**config.mk**
```make
export PLATFORM = sky130hd
export DESIGN_NAME = cei_lerp
export DESIGN_NICKNAME = d
export VERILOG_FILES = /design/src/sv/clip_edge_intersect_core_defines.svh /design/src/sv/cei_pkg.sv /design/src/sv/cei_lerp.sv
export SDC_FILE = /design/constraint.sdc
export NUM_CORES = 1
export LEC_CHECK = 0
export BUFFER_PORTS_ARGS = -buffer_cell sky130_fd_sc_hd__buf_4
export CAP_MARGIN = 20
export CORE_UTILIZATION = 40
export CTS_CLUSTER_DIAMETER = 40
export DETAILED_ROUTE_END_ITERATION = 16
export GPL_ROUTABILITY_DRIVEN = 0
export HOLD_SLACK_MARGIN = 0.02
export PLACE_DENSITY = 0.61
export SETUP_SLACK_MARGIN = 0.3
export SYNTH_ARGS = -nofsm -noshare
export SYNTH_HDL_FRONTEND = slang
export SYNTH_SLANG_ARGS = --single-unit
```
**constraint.sdc**
```tcl
create_clock -name clk -period 6.55 [get_ports clk]
set_input_delay 0.3275 -clock clk [delete_from_list [all_inputs] [get_ports clk]]
set_output_delay 0.3275 -clock clk [all_outputs]
set_load 0.01 [all_outputs]
```
**src/sv/clip_edge_intersect_core_defines.svh**
```systemverilog
// ----------------------------------------------------------------------------
// clip_edge_intersect_core_defines
// Assertion macros for the edge clip core; empty when synthesizing.
// ----------------------------------------------------------------------------
`ifndef CLIP_EDGE_INTERSECT_CORE_DEFINES_SVH
`define CLIP_EDGE_INTERSECT_CORE_DEFINES_SVH

`ifndef SYNTHESIS
`define CEI_ASSERT(label, prop) \
	label: assert property (@(posedge clk) disable iff (!arst_n) (prop)) \
		else $error("cei: assertion failed");
`define CEI_NEVER(label, cond) \
	label: assert property (@(posedge clk) disable iff (!arst_n) !(cond)) \
		else $error("cei: forbidden condition seen");
`else
`define CEI_ASSERT(label, prop)
`define CEI_NEVER(label, cond)
`endif

`endif

```
**src/sv/cei_pkg.sv**
```systemverilog
// ----------------------------------------------------------------------------
// cei_pkg
// Shared types and constants of the edge clip intersection core.
// ----------------------------------------------------------------------------
package cei_pkg;

	localparam int POS_WIDTH   = 16;
	localparam int TEX_WIDTH   = 24;
	localparam int T_FRAC_BITS = 16;

	localparam logic [1:0] REG_LEFT   = 2'd0;
	localparam logic [1:0] REG_RIGHT  = 2'd1;
	localparam logic [1:0] REG_TOP    = 2'd2;
	localparam logic [1:0] REG_BOTTOM = 2'd3;

	typedef enum logic [1:0] {
		MODE_TOP    = 2'd0,
		MODE_BOTTOM = 2'd1,
		MODE_LEFT   = 2'd2,
		MODE_RIGHT  = 2'd3
	} mode_t;

	// control that travels with each beat
	typedef struct packed {
		logic valid;
		logic go;        // edge crosses the boundary strictly inside
		logic across_y;  // boundary is horizontal
	} ctl_t;

endpackage

```
**src/sv/cei_lerp.sv**
```systemverilog
// ----------------------------------------------------------------------------
// cei_lerp
// One interpolation lane: registered product of |d| and t, then
// s +/- (product >> frac) on the way out.
// ----------------------------------------------------------------------------
module cei_lerp #(
	parameter int W  = cei_pkg::TEX_WIDTH,
	parameter int TF = cei_pkg::T_FRAC_BITS
) (
	input  logic          clk,
	input  logic [W-1:0]  s,
	input  logic          neg,
	input  logic [W:0]    mag,
	input  logic [TF-1:0] t,
	output logic [W-1:0]  res
);

	logic [W+TF:0] prod_s1;
	logic [W-1:0]  s_s1;
	logic          neg_s1;
	logic [W:0]    q, sum;

	always_ff @(posedge clk) begin
		prod_s1 <= mag * t;
		s_s1    <= s;
		neg_s1  <= neg;
	end

	assign q   = prod_s1[W+TF:TF];
	assign sum = neg_s1 ? ({s_s1[W-1], s_s1} - q) : ({s_s1[W-1], s_s1} + q);
	assign res = sum[W-1:0];

endmodule

```
Word level (Yosys, flattened, before mapping)

Cells that the tools add are included.

Muxes and demuxes: 1
Multipliers: 1
$add $sub $neg: 2

Operators with widths:

| kind                                           | number |
|---|---|
| 25-bit by 16-bit multiplier with 40-bit output | 1 |
| 24-bit adder                                   | 1 |
| 24-bit 2-to-1 mux                              | 1 |
| 24-bit subtractor                              | 1 |

Output and inout bits: 24
Logic and storage cells: 7
Bits of input ports: 67
Register bits: 65

Logic depth before layout (Yosys ltp)

Depth after elaboration: 2
Gate-level depth with buffers: 23

Least setup slack after synthesis

No wires, ideal clock.

Path kind: in2reg
Start: input mag[14]
End: register prod_s1[30]
Arrival: 5.563 ns
Buffers on the path: 1
Slack: 0.867 ns
Data required time: 6.430 ns
Stages on the path: 21
Cells stage by stage: clkbuf_1 > nand2_1 > fa_1 > inv_1 > fa_1 > inv_1 > fa_1 > inv_1 > fa_1 > fa_1 > inv_1 > fa_1 > inv_1 > ha_1 > nand4_1 > or3_1 > o21ai_2 > a41oi_1 > a31oi_1 > a21oi_1 > xnor2_1

Word-level cells in the longest chain between the ends: 1

Ends and longest elaborated chain:

| what                                           | RTL line       | RTL |
|---|---|---|
| from (decl)                                    | cei_lerp.sv:13 | `input logic [W:0] mag,` |
| 25-bit by 16-bit multiplier with 40-bit output | cei_lerp.sv:24 | `prod_s1 <= mag * t;` |
| to (signal assigned)                           | cei_lerp.sv:24 |  |
| to (decl)                                      | cei_lerp.sv:18 | `logic [W+TF:0] prod_s1;` |

Every way passes these cells.

Final worst setup path

Start: input t[1]
End: register prod_s1[39]

Word-level cells in the longest chain between the ends: 1

Ends and longest elaborated chain:

| what                                           | RTL line       | RTL |
|---|---|---|
| from (decl)                                    | cei_lerp.sv:14 | `input logic [TF-1:0] t,` |
| 25-bit by 16-bit multiplier with 40-bit output | cei_lerp.sv:24 |  |

Every way passes these cells.

==> summary.md <==
| Metric | Value |
|---|---|
| Status | `completed` |
| Die Y | `196.1 µm` |
| Finished Core Util | `44.29%` |
| CTS Hold Bufs | `0` |
| Max frequency | `about 170 MHz` |
| CP cell instances | `buf_4, nand2_1, fa_1, inv_1, fa_1, inv_1, fa_1, inv_1, fa_1, fa_1, inv_1, fa_1, inv_1, ha_1, a21o_1, o21bai_1, a211oi_1, nor2_1, nand4_1, o21ai_0, a21o_1, a311o_1` |
| Initial antenna violation count | `0` |
| Area grow syn2layout | `8.351%` |
| Total gr overflow | `0` |
| XOR/XNOR share of the synthesized area | `roughly 4.0%` |
| Post-synth top flop | `dfxtp_1` |
| Vias per inst | `5.006` |
| Die ar. | `~38000 µm²` |
| Routed Antenna Nets | `0` |
| Fin cells | `2286` |
| GRT Max-Usage Layer | `met2` |
| Crit path depth | `22` |
| N_diodes | `0` |
| Post-synthesis adder-cell area fraction | `53.16%` |
| Critical path arrival | `between 6 and 7 ns` |
| WL/cell | `between 15 and 20 µm` |
| Synth top area share | `a little over two fifths` |
| Met3 Use GR | `2.716%` |
| RSZ-0062 raised after global routing | `false` |
| Root buffer cell | `clkbuf_16` |
| Starting DRT DRC Count | `667` |
| Syn Inst Count | `about 1700` |
| Layout cells sized above 1 | `5.836%` |
| Count leader, synth | `inv_1` |
| WP buf/inv | `6` |
| Synth cell types | `50` |
| Kind of end point of the critical path | `flop` |
| Slew Viols, Final | `0` |
| Max-slew headroom | `49.19%` |
| DRC errors left | `0` |
| GRT Overall Usage | `19.98%` |
| Crit path launch type | `input port` |
| Slew @ Worst Pin | `approximately 0.76 ns` |
| Worst path top cell family by delay | `adder cells` |
| Largest net degree at the start of global routing | `26` |
| Crit Path Class | `input port to flop` |
| PortBufs | `90` |
| Commonest cells post-synth | `inv_1, fa_1, nand2_1, and2_1, ha_1` |
| Compound-gate portion of the synthesized area | `7.446%` |
| Crit path top cell by count | `fa_1` |
| Mux cell area share after synthesis | `less than 1%` |
| Biggest area consumer among synthesized cells | `fa_1` |
| Clk pin slew, worst setup/hold paths | `approximately 0.070 ns` |
| Htree depth | `2` |
| Detailed placer's ending HPWL | `30230 µm` |
| Clock sinks | `49` |
| Ys Warns | `0` |
| Final min period | `5.847 ns` |
| Largest stage delay, worst path | `0.54 ns` |
| Number of buffers created by CTS | `5` |
| Rows | `70` |
| Slowest CP cell | `fa_1` |
| I/O pin count | `91` |
| GR Util met2 | `31.99%` |
| Hold wc startpoint | `s[14]` |
| Synthesized area per cell | `8.623 µm²` |
| First-pass GRT wire length | `62130 µm` |
| Initial core utilization | `40.88%` |
| Post-CTS Resized | `0` |
| Grt met1 use | `29.32%` |
| Simple-Gate Fraction of Synth Area | `17.78%` |
| CTS Buffer Depth | `2` |
| Setup-failing EPs final | `0` |
| Post-synth EDFFs | `0` |
| TritonCTS clock tree | `done` |
| CP Max Fanout | `25` |
| Vias | `11440` |
| Syn_nets | `2264` |
| Min-Delay Path Class | `input port to flop` |
| Seq/Total Area, Yosys | `6.508%` |
| Fin nets | `~2300` |
| Die width | `196.1 µm` |
| Synthesized flop and latch total | `49` |
| Placed cells | `2278` |
| Period utilization | `89.26%` |
| Worst EP required | `a little under 7 ns` |
| Hold path depth | `1` |
| Drt total wl | `36940 µm` |
| Final hold viol count | `0` |
| Ys async rst share | `0%` |
| Post CTS Setup Buffer Count | `0` |
| Max Cap Viol | `0` |
| Largest family of logic cells by synthesized area | `adder cells` |
| Vias in the first global route | `12110` |
| Setup TNS | `0 ns` |
| Post-Syn Area | `15070 µm²` |
| Drt pass-1 iters | `5` |
| Hold Path End | `s_s1[14]` |
| Core Area | `36870 µm²` |
| Top cells by area, synth | `fa_1, ha_1, inv_1` |
worst max-delay path by stage:
stage / start / endpoint
floorplan: mag[14] / prod_s1[30]
global placement: t[1] / prod_s1[39]
detailed placement: t[1] / prod_s1[39]
CTS: t[1] / prod_s1[39]
global route: t[1] / prod_s1[37]
finish: t[1] / prod_s1[39]
cells by family after synthesis:
kind of cell | count (synthesis)
AO/OA/AOI/OAI | 181
buffers and inverters | 440
flip-flops | 49
multiplexers | 2
AND/OR/NAND/NOR | 558
adder cells (fa/ha/maj) | 449
XOR/XNOR | 69
routing by layer:
metal,vias to the layer above,wire (µm)
li1,5337,-
met1,5722,17790
met2,357,16420
met3,27,2473
met4,0,252
met5,-,0
placed cells by master (no fill, tap or decap), types with 15 or more instances in the layout:
cell	instances
and2_1	177
a21oi_1	71
o21ai_0	31
nor3_1	15
a21o_1	18
inv_1	376
xor2_1	19
nand3_1	18
ha_1	130
xnor2_1	50
dfxtp_1	49
fa_1	319
nand2_1	262
nor2_1	48
buf_4	90
final cells by class:
type | count | area (µm²)
fillers | 3639 | 20540
multi-input cells | 1259 | 12440
inverters | 376 | 1411
flip-flops and latches | 49 | 980.9
repair buffers | 90 | 675.6
well taps | 504 | 630.6
clock buffers | 5 | 125.1
clock inverters | 3 | 68.82
sequential cells by signal (all words and copies together), names as in the netlist:
register	cells
prod_s1	24
s_s1	24
neg_s1	1
stage by stage:
stage | cell area (µm²) | hold WS (ns) | setup slack [ns]
after global routing | 16330 | 0.1219 | 0.4150
final | 16330 | 0.1382 | 0.7034
after detailed placement | 16140 | 0.4331 | 0.3991
after floorplan | 15070 | 0.3552 | 0.8674
after CTS | 16330 | 0.1283 | 0.7079
after global placement | 16140 | 0.4333 | 0.4706
Power is not shown: default switching activity piles up to over one toggle a cycle in this logic, so the estimate is an artifact.
