File: src/sv/clip_edge_intersect_core_defines.svh
// ----------------------------------------------------------------------------
// clip_edge_intersect_core_defines
// Assertion macros for the edge clip core; empty when synthesizing.
// ----------------------------------------------------------------------------
`ifndef CLIP_EDGE_INTERSECT_CORE_DEFINES_SVH
`define CLIP_EDGE_INTERSECT_CORE_DEFINES_SVH

`ifndef SYNTHESIS
`define CEI_ASSERT(label, prop) \
	label: assert property (@(posedge clk) disable iff (!arst_n) (prop)) \
		else $error("cei: assertion failed");
`define CEI_NEVER(label, cond) \
	label: assert property (@(posedge clk) disable iff (!arst_n) !(cond)) \
		else $error("cei: forbidden condition seen");
`else
`define CEI_ASSERT(label, prop)
`define CEI_NEVER(label, cond)
`endif

`endif

File: src/sv/cei_pkg.sv
// ----------------------------------------------------------------------------
// cei_pkg
// Shared types and constants of the edge clip intersection core.
// ----------------------------------------------------------------------------
package cei_pkg;

	localparam int POS_WIDTH   = 16;
	localparam int TEX_WIDTH   = 24;
	localparam int T_FRAC_BITS = 16;

	localparam logic [1:0] REG_LEFT   = 2'd0;
	localparam logic [1:0] REG_RIGHT  = 2'd1;
	localparam logic [1:0] REG_TOP    = 2'd2;
	localparam logic [1:0] REG_BOTTOM = 2'd3;

	typedef enum logic [1:0] {
		MODE_TOP    = 2'd0,
		MODE_BOTTOM = 2'd1,
		MODE_LEFT   = 2'd2,
		MODE_RIGHT  = 2'd3
	} mode_t;

	// control that travels with each beat
	typedef struct packed {
		logic valid;
		logic go;        // edge crosses the boundary strictly inside
		logic across_y;  // boundary is horizontal
	} ctl_t;

endpackage

File: src/sv/cei_div.sv
// ----------------------------------------------------------------------------
// cei_div
// Pipelined restoring divider, one quotient bit per stage. Needs num < den;
// returns floor(num * 2^QW / den) and carries a side payload along.
// ----------------------------------------------------------------------------
module cei_div #(
	parameter int NUM_W  = cei_pkg::POS_WIDTH + 1,
	parameter int QW     = cei_pkg::T_FRAC_BITS,
	parameter int DATA_W = 8
) (
	input  logic              clk,
	input  logic              arst_n,
	input  cei_pkg::ctl_t     in_ctl,
	input  logic [NUM_W-1:0]  in_num,
	input  logic [NUM_W-1:0]  in_den,
	input  logic [DATA_W-1:0] in_data,
	output cei_pkg::ctl_t     out_ctl,
	output logic [QW-1:0]     out_quo,
	output logic [DATA_W-1:0] out_data
);

	cei_pkg::ctl_t     ctl_s  [QW];
	logic [NUM_W-1:0]  rem_s  [QW];
	logic [NUM_W-1:0]  den_s  [QW];
	logic [QW-1:0]     quo_s  [QW];
	logic [DATA_W-1:0] data_s [QW];

	for (genvar k = 0; k < QW; k++) begin : g_stage
		cei_pkg::ctl_t     src_ctl;
		logic [NUM_W-1:0]  src_rem, src_den;
		logic [QW-1:0]     src_quo;
		logic [DATA_W-1:0] src_data;
		logic [NUM_W:0]    sh;
		logic [NUM_W+1:0]  diff;
		logic              ge;

		if (k == 0) begin : g_first
			assign src_ctl  = in_ctl;
			assign src_rem  = in_num;
			assign src_den  = in_den;
			assign src_quo  = '0;
			assign src_data = in_data;
		end else begin : g_next
			assign src_ctl  = ctl_s[k-1];
			assign src_rem  = rem_s[k-1];
			assign src_den  = den_s[k-1];
			assign src_quo  = quo_s[k-1];
			assign src_data = data_s[k-1];
		end

		assign sh   = {src_rem, 1'b0};
		assign diff = {1'b0, sh} - {2'b00, src_den};
		assign ge   = ~diff[NUM_W+1];

		always_ff @(posedge clk or negedge arst_n) begin
			if (!arst_n) begin
				ctl_s[k] <= '0;
			end else begin
				ctl_s[k] <= src_ctl;
			end
		end

		always_ff @(posedge clk) begin
			rem_s[k]  <= ge ? diff[NUM_W-1:0] : sh[NUM_W-1:0];
			den_s[k]  <= src_den;
			quo_s[k]  <= {src_quo[QW-2:0], ge};
			data_s[k] <= src_data;
		end
	end

	assign out_ctl  = ctl_s[QW-1];
	assign out_quo  = quo_s[QW-1];
	assign out_data = data_s[QW-1];

endmodule

File: config.mk
export PLATFORM = sky130hd
export DESIGN_NAME = cei_div
export DESIGN_NICKNAME = d
export VERILOG_FILES = /design/src/sv/clip_edge_intersect_core_defines.svh /design/src/sv/cei_pkg.sv /design/src/sv/cei_div.sv
export SDC_FILE = /design/constraint.sdc
export NUM_CORES = 1
export LEC_CHECK = 0
export BUFFER_PORTS_ARGS = -buffer_cell sky130_fd_sc_hd__buf_2
export CORE_MARGIN = 1.5
export CORE_UTILIZATION = 65
export CTS_CLUSTER_DIAMETER = 30
export DETAILED_ROUTE_END_ITERATION = 10
export HOLD_SLACK_MARGIN = 0.12
export PLACE_DENSITY_LB_ADDON = 0.1
export SKIP_LAST_GASP = 1
export SLEW_MARGIN = 10
export SYNTH_ARGS = -nofsm -noshare
export SYNTH_HDL_FRONTEND = slang
export SYNTH_SLANG_ARGS = --single-unit
File: constraint.sdc
create_clock -name clk -period 4.72 [get_ports clk]
set_input_delay 0.472 -clock clk [delete_from_list [all_inputs] [get_ports clk]]
set_output_delay 0.472 -clock clk [all_outputs]
set_load 0.02 [all_outputs]
# After elaboration in Yosys (flattened, before gate mapping)
# Memories as Yosys holds them, arrays and structs flattened.
# Cells that the tools add are included.
[word_totals]
reg_bits = 48
ram_bits = 928
in_bits = 47
out_inout_bits = 27
n_memories = 4
[mem_list]
columns = ["memory", "words", "word_bits", "read_ports", "rd_clocked_by_memory_dff", "write_ports", "line_no", "text"]
rows = [
  ["den_s", 16, 17, 15, 0, 16, "cei_div.sv:24", "logic [NUM_W-1:0] den_s [QW];"],
  ["rem_s", 16, 17, 15, 0, 16, "cei_div.sv:23", "logic [NUM_W-1:0] rem_s [QW];"],
  ["quo_s", 16, 16, 16, 0, 16, "cei_div.sv:25", "logic [QW-1:0] quo_s [QW];"],
  ["data_s", 16, 8, 16, 0, 16, "cei_div.sv:26", "logic [DATA_W-1:0] data_s [QW];"],
]
[op_classes]
n_addsub = 16
muxes = 16
n_bitwise = 16
[ops]
columns = ["op", "n"]
rows = [
  ["subtractor 18 x 17 -> 19 bit", 16],
  ["2-to-1 mux 17 bit", 16],
  ["NOT 1 bit", 16],
]

# Longest topological paths before layout
# An unclocked memory read counts as a cell.
[logic_depth]
depth_word = 3
depth_mapped = 12
ltp_nobuf = 9

# Worst setup path before layout
# OpenSTA, ideal clock, no wires.
[synth_timing]
path_type = "input -> register"
startpoint = "input in_den[15]"
endpoint = "memory rem_s[0][10] (netlist name)"
setup_time_ns = 0.121
arrival_ns = 2.593
setup_slack_ns = 2.006
path_stages = 12
n_path_buf = 3
path_cell_list = "inv_1 -> ha_1 -> buf_6 -> a21o_1 -> a211o_1 -> a2111oi_4 -> o21a_4 -> or2_1 -> buf_6 -> inv_4 -> buf_12 -> mux2_4"
[synth_rtl]
columns = ["element", "line_no", "text"]
rows = [
  ["from (decl)", "cei_div.sv:15", "input logic [NUM_W-1:0] in_den,"],
  ["to (decl)", "cei_div.sv:23", ""],
]

==> flow_summary.json <==
{
  "tritoncts_num_sinks": 822,
  "power_density_nw_per_um2": 825,
  "max-slew-margin-rel": 0.217,
  "grt.overflow.total": 0,
  "r2r_start": "den_s[0][53]",
  "worstPathArrival_ps": 3780,
  "ctsResizeCount": 0,
  "grt_first_pass_wirelength_mm": 132,
  "min_delay_worst_endpoint": "quo_s[11][1]",
  "design.die.area_sq_um": 54500,
  "criticalPathCategory": "reg -> reg",
  "post-route-min-period_ps": 3180,
  "syn2layout_area_growth_pct": 17.3,
  "synth_most_common_cell": "sky130_fd_sc_hd__dfxtp_1",
  "path_cells": "inv_1 > ha_1 > nor2b_1 > o31a_1 > o31ai_1 > o21ai_1 > a21oi_2 > mux2_2",
  "outcome": "finished, final reports clean",
  "syn_nets": 3689,
  "ys_async_sr_fraction": 0.0584,
  "numPlacedInstances": 4039,
  "total_global_routing_track_utilization": 0.306,
  "worstPathBufferInverterCount": 1,
  "worstRegToRegCells": 8,
  "route.vias.total": 25300,
  "min_period_over_period": 0.674,
  "drtPass1Iterations": 5,
  "syn-instance-count": 3371,
  "boundary_pins": 74,
  "root_buffer": "sky130_fd_sc_hd__clkbuf_16",
  "placeableCoreArea_sq_um": 52600,
  "numCtsBuffers": 138,
  "timing.setup.tns_ps": 0,
  "rr_endpoint": "rem_s[0][81]",
  "netlist.area_leader.share": 0.448,
  "synth.area.top_cells": "sky130_fd_sc_hd__dfxtp_1, sky130_fd_sc_hd__ha_1, sky130_fd_sc_hd__mux2_2",
  "timing_max_transition_violations_final": 0,
  "seq_power_share": 0.301,
  "routed_via_count_divided_by_cell_count": 5.82,
  "timing.hold.worst_path_depth": 0,
  "vias_in_the_first_global_route": 25700,
  "final_wirelength_mm": 82.6,
  "htree_levels": 4,
  "yosys_register_bits": 822,
  "synth_area_per_cell_sq_um": 10.2,
  "starting_density_of_the_core": 0.657,
  "die-height_um": 234,
  "slowest_stage": "sky130_fd_sc_hd__a21oi_2",
  "syn_area_sq_um": 34500,
  "f_max_mhz": 314,
  "cp_slowest_stage_delay_ps": 860,
  "path_delay_family": "compound AO/OA/AOI/OAI gates",
  "grt_max_degree": 49,
  "synth_cell_type_count": 89,
  "timing.reg2reg.setup_slack_ps": 1540,
  "ir_worst_vdd_uv": 491,
  "worst_max_slew_pin_slew_ps": 1170,
  "num-nets-final": 3854,
  "cellLeakagePower_nw": 18.3,
  "power_frac_comb": 0.404,
  "worst_hold_startpoint": "quo_s[10][0]",
  "final_hold_vio_count": 0,
  "detail_route.drc_violations": 0,
  "grt_antenna_before_repair": 0,
  "power.net_switching_mw": 12.4,
  "worst-endpoint-required_ps": 5320,
  "finClkSkew_ps": 36.4,
  "final_setup_margin_ps": 1540,
  "synth_area_leader_cell": "sky130_fd_sc_hd__dfxtp_1",
  "finalSetupViolCount": 0,
  "synthesis.yosys.warnings": 0,
  "worstSetupEndpointType": "flop",
  "worst_setup_path_start_kind": "flop",
  "crit_path_max_fanout": 18,
  "final_antenna_net_count": 0,
  "instances_no_fill": 4335,
  "dr.first_iter.drc_count": 1733,
  "ctsLongestPathBuffers": 3,
  "detailed_place_hpwl_mm": 57.9,
  "die-width_um": 234,
  "clkPwrFrac": 0.295,
  "port_buffers": 73,
  "synth_top_flop_cell": "sky130_fd_sc_hd__dfxtp_1",
  "synth_enable_flop_cells": 0,
  "clkLatencyLatePin_ps": 740,
  "rsz0062_at_grt": "no",
  "row_count": 84,
  "tritoncts_clock_tree": "yes",
  "route.detailed.wl_per_inst_um": 19.1,
  "maxCapViolCount": 0,
  "swShare": 0.369,
  "seq_area_frac_synth": 0.483,
  "cell_internal_pwr_mw": 21.1,
  "final_layout_size_suffix_gt1_frac": 0.146,
  "clkSlewWorstSetupHoldPaths_ps": 60,
  "routabilityCongestion": 0.920,
  "synthTopCellsByCount": "sky130_fd_sc_hd__dfxtp_1, sky130_fd_sc_hd__inv_1, sky130_fd_sc_hd__ha_1, sky130_fd_sc_hd__a21oi_1, sky130_fd_sc_hd__mux2_2",
  "preCtsSetupSlack_ps": 1560,
  "hp-class": "reg -> reg"
}
==> power groups by stage <==
| stage | Sequential (mW) | Combinational (mW) | Clock (mW) |
|---|---|---|---|
| final | 10.1 | 13.5 | 9.85 |
| after global routing | 10.2 | 14.9 | 10.3 |
| after CTS | 10.0 | 13.4 | 9.96 |
| after detailed placement | 10.1 | 13.1 | 0 |
| after global placement | 10.1 | 12.7 | 0 |
| after floorplan | 9.61 | 10.4 | 0 |
==> metal layers <==
metal / routed length, um / vias to the layer above / track usage / part of all wire
li1: - / 12200 / - / -
met1: 34800 / 12100 / 0.371 / 0.42
met2: 41000 / 801 / 0.535 / 0.50
met3: 4290 / 165 / 0.0530 / 0.052
met4: 2470 / 0 / 0.129 / 0.030
met5: 0 / - / 0 / 0
==> state kept, by name (all words and copies together) (netlist names) <==
signal and count:
den_s 255, rem_s 255, quo_s 136, data_s 128, ctl_s 45, out_ctl 3
==> kinds of logic (layout without fill, tap and decap cells) <==
group | count (synthesis) | count (layout) | share of synthesized area
other | 0 | 1 | 0
xor gates and xnor gates | 153 | 153 | 0.0388
adders and majority gates | 271 | 271 | 0.101
muxes | 220 | 220 | 0.0716
AOI/OAI and AO/OA | 836 | 836 | 0.166
DFF | 822 | 822 | 0.483
and+or+nand+nor | 610 | 610 | 0.0859
buffers and inverters | 459 | 734 | 0.0534
==> what timing repair did <==
| action | 4_1_cts | 5_1_grt |
|---|---|---|
| buffers inserted | 0 | 0 |
| hold buffers | 45 | 0 |
| hold endpoints to repair | 93 | 0 |
==> through the flow <==
step | power [mW] | utilization | hold slack, ps | cell area, sq um
2_1_floorplan | 20.1 | - | 176 | 34500
3_3_place_gp | 22.8 | 0.672 | 310 | 35300
3_5_place_dp | 23.2 | 0.672 | 312 | 35300
4_1_cts | 33.4 | 0.771 | 309 | 40500
5_1_grt | 35.4 | 0.771 | 317 | 40500
6_report | 33.4 | 0.771 | 313 | 40500
==> how the worst max path moves through the flow <==
stage          cells after the start          from  slack [ps]           end
2_1_floorplan                     12    in_den[15]        2010  rem_s[0][10]
3_3_place_gp                      10     in_num[0]        1650   rem_s[0][4]
3_5_place_dp                       9    in_num[14]        1560  rem_s[0][13]
4_1_cts                            8  den_s[0][53]        1560  rem_s[0][81]
5_1_grt                            8  den_s[0][53]        1320  rem_s[0][81]
6_report                           8  den_s[0][53]        1540  rem_s[0][81]
==> placed cells by master, fill, tap and decap left out, drive strengths merged, types with 20 or more instances in the layout <==
cell,synthesis,layout
o21ai,152,152
a21boi,21,21
nor3,54,54
o31ai,28,28
nand2,159,159
o211ai,37,37
nand4,23,23
inv,359,392
clkinv,0,42
ha,256,256
a211oi,33,33
nor2,153,153
xnor2,98,98
nand2b,20,20
and3,37,37
a21o,58,58
o31a,20,20
dfrtp,48,48
buf,39,80
xor2,55,55
mux2i,24,24
dfxtp,774,774
nand3,47,47
dlygate4sd3,0,45
o21a,69,69
o21bai,22,22
mux2,196,196
a21oi,211,211
clkbuf,61,163
nor2b,44,44
a31oi,30,30
==> worst register-to-register path, cell delays in order, from the launching register on <==
cell and delay (ps):
sky130_fd_sc_hd__dfxtp_1 340, sky130_fd_sc_hd__inv_1 50, sky130_fd_sc_hd__ha_1 320, sky130_fd_sc_hd__nor2b_1 170, sky130_fd_sc_hd__o31a_1 310, sky130_fd_sc_hd__o31ai_1 380, sky130_fd_sc_hd__o21ai_1 190, sky130_fd_sc_hd__a21oi_2 860
sky130_fd_sc_hd__mux2_2 430
==> layout make-up <==
cell class	count	area, sq um
Clock inverter	87	1080
Tap cell	688	861
Inverter	359	1350
Timing Repair Buffer	125	868
Multi-Input combinational cell	2090	16000
Fill cell	3475	12000
Sequential cell	822	16700
Clock buffer	163	3660
Antenna cell	1	2.50
No activity file was read; power rests on OpenSTA's default activity.
