### src/sv/clip_edge_intersect_core_defines.svh
// ----------------------------------------------------------------------------
// clip_edge_intersect_core_defines
// Assertion macros for the edge clip core; empty when synthesizing.
// ----------------------------------------------------------------------------
`ifndef CLIP_EDGE_INTERSECT_CORE_DEFINES_SVH
`define CLIP_EDGE_INTERSECT_CORE_DEFINES_SVH

`ifndef SYNTHESIS
`define CEI_ASSERT(label, prop) \
	label: assert property (@(posedge clk) disable iff (!arst_n) (prop)) \
		else $error("cei: assertion failed");
`define CEI_NEVER(label, cond) \
	label: assert property (@(posedge clk) disable iff (!arst_n) !(cond)) \
		else $error("cei: forbidden condition seen");
`else
`define CEI_ASSERT(label, prop)
`define CEI_NEVER(label, cond)
`endif

`endif

### src/sv/cei_pkg.sv
// ----------------------------------------------------------------------------
// cei_pkg
// Shared types and constants of the edge clip intersection core.
// ----------------------------------------------------------------------------
package cei_pkg;

	localparam int POS_WIDTH   = 16;
	localparam int TEX_WIDTH   = 24;
	localparam int T_FRAC_BITS = 16;

	localparam logic [1:0] REG_LEFT   = 2'd0;
	localparam logic [1:0] REG_RIGHT  = 2'd1;
	localparam logic [1:0] REG_TOP    = 2'd2;
	localparam logic [1:0] REG_BOTTOM = 2'd3;

	typedef enum logic [1:0] {
		MODE_TOP    = 2'd0,
		MODE_BOTTOM = 2'd1,
		MODE_LEFT   = 2'd2,
		MODE_RIGHT  = 2'd3
	} mode_t;

	// control that travels with each beat
	typedef struct packed {
		logic valid;
		logic go;        // edge crosses the boundary strictly inside
		logic across_y;  // boundary is horizontal
	} ctl_t;

endpackage

### src/sv/cei_setup.sv
// ----------------------------------------------------------------------------
// cei_setup
// Two front stages: boundary select and differences, then magnitudes and
// the crossing test.
// ----------------------------------------------------------------------------
module cei_setup #(
	parameter int POS_WIDTH = cei_pkg::POS_WIDTH,
	parameter int TEX_WIDTH = cei_pkg::TEX_WIDTH
) (
	input  logic                 clk,
	input  logic                 arst_n,
	input  logic                 in_valid,
	input  logic [1:0]           mode,
	input  logic [POS_WIDTH-1:0] start_x,
	input  logic [POS_WIDTH-1:0] start_y,
	input  logic [TEX_WIDTH-1:0] start_u,
	input  logic [TEX_WIDTH-1:0] start_v,
	input  logic [POS_WIDTH-1:0] end_x,
	input  logic [POS_WIDTH-1:0] end_y,
	input  logic [TEX_WIDTH-1:0] end_u,
	input  logic [TEX_WIDTH-1:0] end_v,
	input  logic [POS_WIDTH-1:0] left_edge,
	input  logic [POS_WIDTH-1:0] right_edge,
	input  logic [POS_WIDTH-1:0] top_edge,
	input  logic [POS_WIDTH-1:0] bottom_edge,
	output cei_pkg::ctl_t        ctl,
	output logic [POS_WIDTH:0]   anum,
	output logic [POS_WIDTH:0]   aden,
	output logic [POS_WIDTH-1:0] bound,
	output logic [POS_WIDTH-1:0] so,
	output logic                 neg_o,
	output logic [POS_WIDTH:0]   mag_o,
	output logic [TEX_WIDTH-1:0] su,
	output logic                 neg_u,
	output logic [TEX_WIDTH:0]   mag_u,
	output logic [TEX_WIDTH-1:0] sv,
	output logic                 neg_v,
	output logic [TEX_WIDTH:0]   mag_v
);

	localparam int PW = POS_WIDTH;
	localparam int TW = TEX_WIDTH;

	logic          across_y;
	logic [PW-1:0] bnd;
	logic [PW-1:0] sc, ec, sother, eother;

	logic          valid_s1, across_y_s1;
	logic [PW-1:0] bound_s1, so_s1;
	logic [PW:0]   num_s1, den_s1, d_o_s1;
	logic [TW-1:0] su_s1, sv_s1;
	logic [TW:0]   d_u_s1, d_v_s1;

	logic [PW:0]   anum_c, aden_c;

	cei_pkg::ctl_t ctl_s2;
	logic [PW:0]   anum_s2, aden_s2, mag_o_s2;
	logic [PW-1:0] bound_s2, so_s2;
	logic          neg_o_s2, neg_u_s2, neg_v_s2;
	logic [TW-1:0] su_s2, sv_s2;
	logic [TW:0]   mag_u_s2, mag_v_s2;

	always_comb begin
		unique case (cei_pkg::mode_t'(mode))
			cei_pkg::MODE_TOP: begin
				bnd      = top_edge;
				across_y = 1'b1;
			end
			cei_pkg::MODE_BOTTOM: begin
				bnd      = bottom_edge;
				across_y = 1'b1;
			end
			cei_pkg::MODE_LEFT: begin
				bnd      = left_edge;
				across_y = 1'b0;
			end
			default: begin
				bnd      = right_edge;
				across_y = 1'b0;
			end
		endcase
		sc     = across_y ? start_y : start_x;
		ec     = across_y ? end_y   : end_x;
		sother = across_y ? start_x : start_y;
		eother = across_y ? end_x   : end_y;
	end

	always_ff @(posedge clk or negedge arst_n) begin
		if (!arst_n) begin
			valid_s1 <= 1'b0;
		end else begin
			valid_s1 <= in_valid;
		end
	end

	always_ff @(posedge clk) begin
		across_y_s1 <= across_y;
		bound_s1    <= bnd;
		so_s1       <= sother;
		num_s1      <= {bnd[PW-1], bnd} - {sc[PW-1], sc};
		den_s1      <= {ec[PW-1], ec} - {sc[PW-1], sc};
		d_o_s1      <= {eother[PW-1], eother} - {sother[PW-1], sother};
		su_s1       <= start_u;
		sv_s1       <= start_v;
		d_u_s1      <= {end_u[TW-1], end_u} - {start_u[TW-1], start_u};
		d_v_s1      <= {end_v[TW-1], end_v} - {start_v[TW-1], start_v};
	end

	assign anum_c = num_s1[PW] ? (~num_s1 + 1'b1) : num_s1;
	assign aden_c = den_s1[PW] ? (~den_s1 + 1'b1) : den_s1;

	always_ff @(posedge clk or negedge arst_n) begin
		if (!arst_n) begin
			ctl_s2 <= '0;
		end else begin
			ctl_s2.valid    <= valid_s1;
			ctl_s2.across_y <= across_y_s1;
			ctl_s2.go       <= (den_s1 != '0) && (num_s1 != '0)
				&& (num_s1[PW] == den_s1[PW]) && (anum_c < aden_c);
		end
	end

	always_ff @(posedge clk) begin
		anum_s2  <= anum_c;
		aden_s2  <= aden_c;
		bound_s2 <= bound_s1;
		so_s2    <= so_s1;
		neg_o_s2 <= d_o_s1[PW];
		mag_o_s2 <= d_o_s1[PW] ? (~d_o_s1 + 1'b1) : d_o_s1;
		su_s2    <= su_s1;
		neg_u_s2 <= d_u_s1[TW];
		mag_u_s2 <= d_u_s1[TW] ? (~d_u_s1 + 1'b1) : d_u_s1;
		sv_s2    <= sv_s1;
		neg_v_s2 <= d_v_s1[TW];
		mag_v_s2 <= d_v_s1[TW] ? (~d_v_s1 + 1'b1) : d_v_s1;
	end

	assign ctl   = ctl_s2;
	assign anum  = anum_s2;
	assign aden  = aden_s2;
	assign bound = bound_s2;
	assign so    = so_s2;
	assign neg_o = neg_o_s2;
	assign mag_o = mag_o_s2;
	assign su    = su_s2;
	assign neg_u = neg_u_s2;
	assign mag_u = mag_u_s2;
	assign sv    = sv_s2;
	assign neg_v = neg_v_s2;
	assign mag_v = mag_v_s2;

endmodule

### config.mk
export PLATFORM = sky130hd
export DESIGN_NAME = cei_setup
export DESIGN_NICKNAME = d
export VERILOG_FILES = /design/src/sv/clip_edge_intersect_core_defines.svh /design/src/sv/cei_pkg.sv /design/src/sv/cei_setup.sv
export SDC_FILE = /design/constraint.sdc
export NUM_CORES = 1
export LEC_CHECK = 0
export BUFFER_PORTS_ARGS = -buffer_cell sky130_fd_sc_hd__buf_2
export CAP_MARGIN = 30
export CELL_PAD_IN_SITES_DETAIL_PLACEMENT = 0
export CELL_PAD_IN_SITES_GLOBAL_PLACEMENT = 2
export CORE_MARGIN = 3
export CORE_UTILIZATION = 33
export CTS_CLUSTER_DIAMETER = 50
export CTS_CLUSTER_SIZE = 28
export DETAILED_ROUTE_END_ITERATION = 12
export PLACE_DENSITY_LB_ADDON = 0.15
export SLEW_MARGIN = 10
export SYNTH_ARGS = -nofsm -noshare
export SYNTH_HDL_FRONTEND = slang
export SYNTH_SLANG_ARGS = --single-unit
export TNS_END_PERCENT = 30
### constraint.sdc
create_clock -name clk -period 4.2 [get_ports clk]
set_input_delay 0.63 -clock clk [delete_from_list [all_inputs] [get_ports clk]]
set_output_delay 0.63 -clock clk [all_outputs]
set_load 0.1 [all_outputs]
# Yosys cells after proc, flatten, opt, wreduce, memory -nomap -nowiden

Cells that the tools add are included.

Register bits after elaboration: 370
Input port bits: 229
Output and inout port bits: 187
Word-level logic and storage cells: 66

Add/subtract/negate cells: 10
Magnitude comparators: 1
Equal/unequal tests: 3
Mux-type cells: 11
Bitwise gates (word level): 5
Reductions and logical operators: 7

Operators by type and width:

| cell                                          | number |
|---|---|
| 2-to-1 mux 16 bit                             | 5 |
| adder 17 x 1 -> 17 bit, second input constant | 3 |
| NOT 17 bit                                    | 3 |
| subtractor 16 x 16 -> 17 bit                  | 3 |
| adder 25 x 1 -> 25 bit, second input constant | 2 |
| NOT 25 bit                                    | 2 |
| subtractor 24 x 24 -> 25 bit                  | 2 |
| 2-to-1 mux 24 bit                             | 2 |
| case mux 16 bit (3 select lines)              | 1 |
| 2-to-1 mux 17 bit                             | 2 |
| nonzero test 17 bit                           | 2 |
| less-than comparator 17 bit                   | 1 |
| logical AND 1 bit                             | 3 |
| == test 2 x 1 -> 1 bit, second input constant | 1 |
| == test 2 bit, second input constant          | 1 |
| zero test 2 bit                               | 1 |
| OR reduction 2 bit                            | 1 |
| == test 1 bit                                 | 1 |
| 2-to-1 mux 1 bit                              | 1 |

# Longest topological paths before layout

Word-level depth: 5
Gate-level depth with buffers: 15
Gate-level depth less buffers: 15

# Worst setup path after synthesis

No wires, ideal clock.

Path kind: input-to-reg
From: input mode[1]
To: register den_s1[14]
Setup time: 0.126 ns
Arrival time: 4.126 ns
Data required time: 4.074 ns
Setup slack: -0.052 ns
Stages: 15
Buffers on the path: 3
Cells stage by stage: clkbuf_1 > buf_1 > clkbuf_1 > mux2i_1 > ha_1 > inv_1 > fa_1 > a21o_1 > a21oi_1 > o21ai_0 > a221oi_1 > o21ai_0 > a21o_1 > a211oi_1 > nor3_1

Cells in the longest elaborated chain, start to end: 5
Elaborated cells on any way between the ends: 7
Classes of those cells: add/sub: 1; eq/ne: 1; mux: 3; reduce/logical: 2

RTL lines:

| what                                                      | line                             | text |
|---|---|---|
| start, declared                                           | cei_setup.sv:13                  | `input logic [1:0] mode,` |
| == test 2 x 1 -> 1 bit or zero test 2 bit (tied branches) | cei_setup.sv:64                  | `unique case (cei_pkg::mode_t'(mode))` |
| OR reduction 2 bit (no source line) *                     | -                                |  |
| 2-to-1 mux 1 bit *                                        | cei_setup.sv:64                  |  |
| 2-to-1 mux 16 bit, on equally long branches               | cei_setup.sv:83, cei_setup.sv:82 |  |
| subtractor 16 x 16 -> 17 bit *                            | cei_setup.sv:101                 | `den_s1 <= {ec[PW-1], ec} - {sc[PW-1], sc};` |
| end signal, assigned                                      | cei_setup.sv:101                 |  |
| end, declared                                             | cei_setup.sv:50                  | `logic [PW:0] num_s1, den_s1, d_o_s1;` |

Every way passes the cells marked *; elsewhere a longest branch is shown, timed or not.
A chain may end at the register's enable or synchronous reset.

# Final worst setup path

From: register den_s1[6]
To: register ctl_s2, in the netlist ctl[1]

Cells in the longest elaborated chain, start to end: 5
Elaborated cells on any way between the ends: 8
Classes of those cells: add/sub: 1; order compare: 1; mux: 1; bitwise: 1; reduce/logical: 4

RTL lines:

| what                        | line             | text |
|---|---|---|
| NOT 17 bit                  | cei_setup.sv:110 | `assign aden_c = den_s1[PW] ? (~den_s1 + 1'b1) : den_s1;` |
| adder 17 x 1 -> 17 bit      | cei_setup.sv:110 |  |
| 2-to-1 mux 17 bit           | cei_setup.sv:110 |  |
| named net aden_c[14]        | cei_setup.sv:54  | `logic [PW:0] anum_c, aden_c;` |
| less-than comparator 17 bit | cei_setup.sv:119 | `&& (num_s1[PW] == den_s1[PW]) && (anum_c < aden_c);` |
| logical AND 1 bit           | cei_setup.sv:119 |  |
| end, declared               | cei_setup.sv:56  | `cei_pkg::ctl_t ctl_s2;` |

The timed path passes the listed nets, and every way through them passes these cells.

==> impl_metrics.sql <==
INSERT INTO impl_metrics (metric_group, metric, value, unit) VALUES
('outcome', 'status', 'finished clean', ''),
('worst_setup_path', 'critPathMaxStageDelay', '0.54', 'ns'),
('grt', 'grt_remaining_overflow', '0', ''),
('worst_hold_path', 'hold_path_class', 'input port to flip-flop', ''),
('routing', 'drtIter0Drc', '418', ''),
('synthesis', 'ys_seq_elements', '370', ''),
('grt', 'grt_pass1_vias', '11800', ''),
('worst_hold_path', 'hold_path_end', 'sv_s1[2]', ''),
('timing', 'period_share', '89.2', '%'),
('clock_tree', 'cts_sinks', '370', ''),
('synthesis', 'synth_largest_type_area_fraction', '47.7', '%'),
('synthesis', 'yosys.area.top_type', 'dfxtp_1', ''),
('place', 'worst_slack_after_detailed_placement', '0.383', 'ns'),
('worst_setup_path', 'worst-r2r-setup-slack', '0.46', 'ns'),
('worst_setup_path', 'crit_family', 'simple AND/OR/NAND/NOR gates', ''),
('grt', 'wire_length_of_the_first_global_routing_pass', '67100', 'um'),
('layout', 'final_layout_size_suffix_gt1_share', '29.7', '%'),
('timing', 'worst_slew_margin_rel', '43.6', '%'),
('routing', 'wl_per_cell', '17.4', 'um'),
('synthesis', 'yosysWarningCount', '0', ''),
('worst_setup_path', 'worstSetupStartpointType', 'flip-flop', ''),
('place', 'io_buffers', '415', ''),
('timing', 'worst_slack', '0.455', 'ns'),
('clock_tree', 'clock_latency', '0.56', 'ns'),
('timing', 'final.setup_skew', '0.0137', 'ns'),
('clock_tree', 'post-cts-setup-buffers', '0', ''),
('floorplan', 'start_util', '33.6', '%'),
('floorplan', 'floorplan.die_area', '49200', 'um2'),
('worst_setup_path', 'crit_path_top_delay_cell', 'or4_4', ''),
('routing', 'dr.pass1.iters', '4', ''),
('synthesis', 'postSynthNetCount', '1798', ''),
('synthesis', 'syn-cell-area', '15400', 'um2'),
('timing', 'slew_viol_final', '0', ''),
('synthesis', 'synth_cell_type_count', '60', ''),
('floorplan', 'core-area', '45700', 'um2'),
('synthesis', 'ys_seq_area_share', '48.3', '%'),
('layout', 'fillerInstances', '4513', ''),
('clock_tree', 'clock_path_buffers', '3', ''),
('grt', 'grt_start_max_net_pins', '27', ''),
('worst_setup_path', 'critPathArrivalTime', '4.14', 'ns'),
('timing', 'rsz0062_at_grt', 'no', ''),
('layout', 'layout.area.seq', '7430', 'um2'),
('synthesis', 'ys_async_sr_fraction', '1.08', '%'),
('timing', 'totalNegativeSetupSlack', '0', 'ns'),
('layout', 'layout.cells.non_filler', '2534', ''),
('synthesis', 'synth_enable_flop_cells', '0', ''),
('job', 'cap_viol_max_count', '0', ''),
('floorplan', 'rows', '78', ''),
('floorplan', 'ioPinCount', '416', ''),
('layout', 'nets', '2242', ''),
('layout', 'syn2layout_area_growth', '27.9', '%'),
('place', 'placement.cell_area', '18200', 'um2'),
('layout', 'mostFrequentLayoutCell', 'buf_2', ''),
('worst_hold_path', 'hold_path.startpoint', 'start_v[2]', ''),
('synthesis', 'synth_cells', '1447', ''),
('floorplan', 'floorplan.die.height', '222', 'um'),
('routing', 'drt.antenna.violating_nets', '0', ''),
('grt', 'initial_antenna_violation_count', '19', ''),
('layout', 'multi_input_comb_area', '7400', 'um2'),
('pwr', 'p_per_area', '741', 'nW/um2'),
('timing', 'timing.final.hold_violations', '0', ''),
('worst_setup_path', 'end_kind', 'flip-flop', ''),
('synthesis', 'synth_area_leaders', 'dfxtp_1 48%, ha_1 9.5%, xnor2_1 7.4%', ''),
('layout', 'layout.cells.most_common_list', '414 x buf_2, 366 x dfxtp_1, 130 x xnor2_1, 120 x inv_1, 117 x ha_1', ''),
('clock_tree', 'ctsHtreeMaxLevel', '2', ''),
('timing', 'setup-violations-final', '0', ''),
('worst_setup_path', 'crit-reg2reg-launch', 'den_s1[6]', ''),
('grt', 'grt_use_total', '17.4', '%'),
('place', 'detailedPlacementHpwl', '36500', 'um'),
('worst_setup_path', 'crit_chain', 'or4_4, or3_4, or4_4, o41ai_2, xnor2_1, inv_1, ha_1, a21o_1, a21o_1, a21oi_1, o21ai_0, nor3_1', ''),
('synthesis', 'synthesis.area_per_instance', '10.6', 'um2');
-- state kept, by name, summed over array words and instances (netlist names), 17 cells and up --
register  flops
d_u_s1       25
mag_v        25
mag_o        17
su_s1        24
d_o_s1       17
aden         17
sv           24
su           24
mag_u        25
den_s1       17
num_s1       17
d_v_s1       25
anum         17
sv_s1        24
-- synthesized netlist by cell type (all sizes together) (15+ instances only) --
cell type / number
dfxtp: 366
xnor2: 130
inv: 120
ha: 117
a21oi: 76
o21ai: 76
nand2: 73
nor2: 50
a21o: 43
mux2: 40
xor2: 32
mux2i: 26
o31ai: 25
nor3: 21
clkbuf: 19
nand2b: 19
nand3: 17
mux4: 16
nor2b: 15
o21a: 15
or4: 15
-- final cells by class --
class	instances	share of cell area (%)
sequential	370	37.8
timing repair buffer	423	10.9
antenna	10	0.127
tap	600	3.82
clock buffer	47	5.60
clock inverter	30	1.81
inverter	120	2.29
multi-input combinational	934	37.7
-- kinds of logic (layout without fill, tap and decap cells) --
kind of cell	count (synthesis)	count (layout)	share of synthesized area, %
adders and majority gates	122	122	10.2
AOI/OAI and AO/OA	310	310	13.1
xor gates and xnor gates	162	162	9.24
DFF	370	370	48.3
and+or+nand+nor	258	258	8.69
other	0	10	0
buffers and inverters	143	620	3.49
muxes	82	82	6.97
-- metal layers --
layer  up-vias  GRT usage (%)  routed length [um]
li1       5981              -                   -
met1      5390           21.0               18500
met2       352           30.1               21300
met3        65           5.24                3280
met4         8           4.87                 921
met5         -              0                  45
-- metrics by stage --
step           hold WS, ns  power [mW]  util [%]
6_report             0.171        14.6      43.0
5_1_grt              0.135        15.3      43.0
4_1_cts              0.129        14.8      43.0
3_5_place_dp         0.312        10.9      39.8
3_3_place_gp         0.310        10.9      39.8
2_1_floorplan        0.310        9.73         -
-- repair_timing --
action / in CTS / in global routing
hold buffers: 1 / 0
setup endpoints to repair: 0 / 0
endpoints found under the hold margin: 4 / 0
-- power by group --
| group | leakage (nW) | switching (mW) | total, mW | internal, mW |
|---|---|---|---|---|
| registers | 3.13 | 0.453 | 4.76 | 4.31 |
| logic | 5.32 | 4.71 | 6.04 | 1.34 |
| clock network | 0.705 | 1.65 | 3.77 | 2.12 |
-- how the worst max path moves through the flow --
stage	to	depth (start not counted)	start	slack, ns
floorplan	den_s1[14]	15	mode[1]	0.11
global placement	ctl[1]	12	den_s1[6]	0.37
detailed placement	ctl[1]	12	den_s1[6]	0.38
CTS	ctl[1]	12	den_s1[6]	0.37
global route	ctl[1]	12	den_s1[5]	0.28
finish	ctl[1]	12	den_s1[6]	0.46
Note: power is estimated with default switching activity, not from simulation.
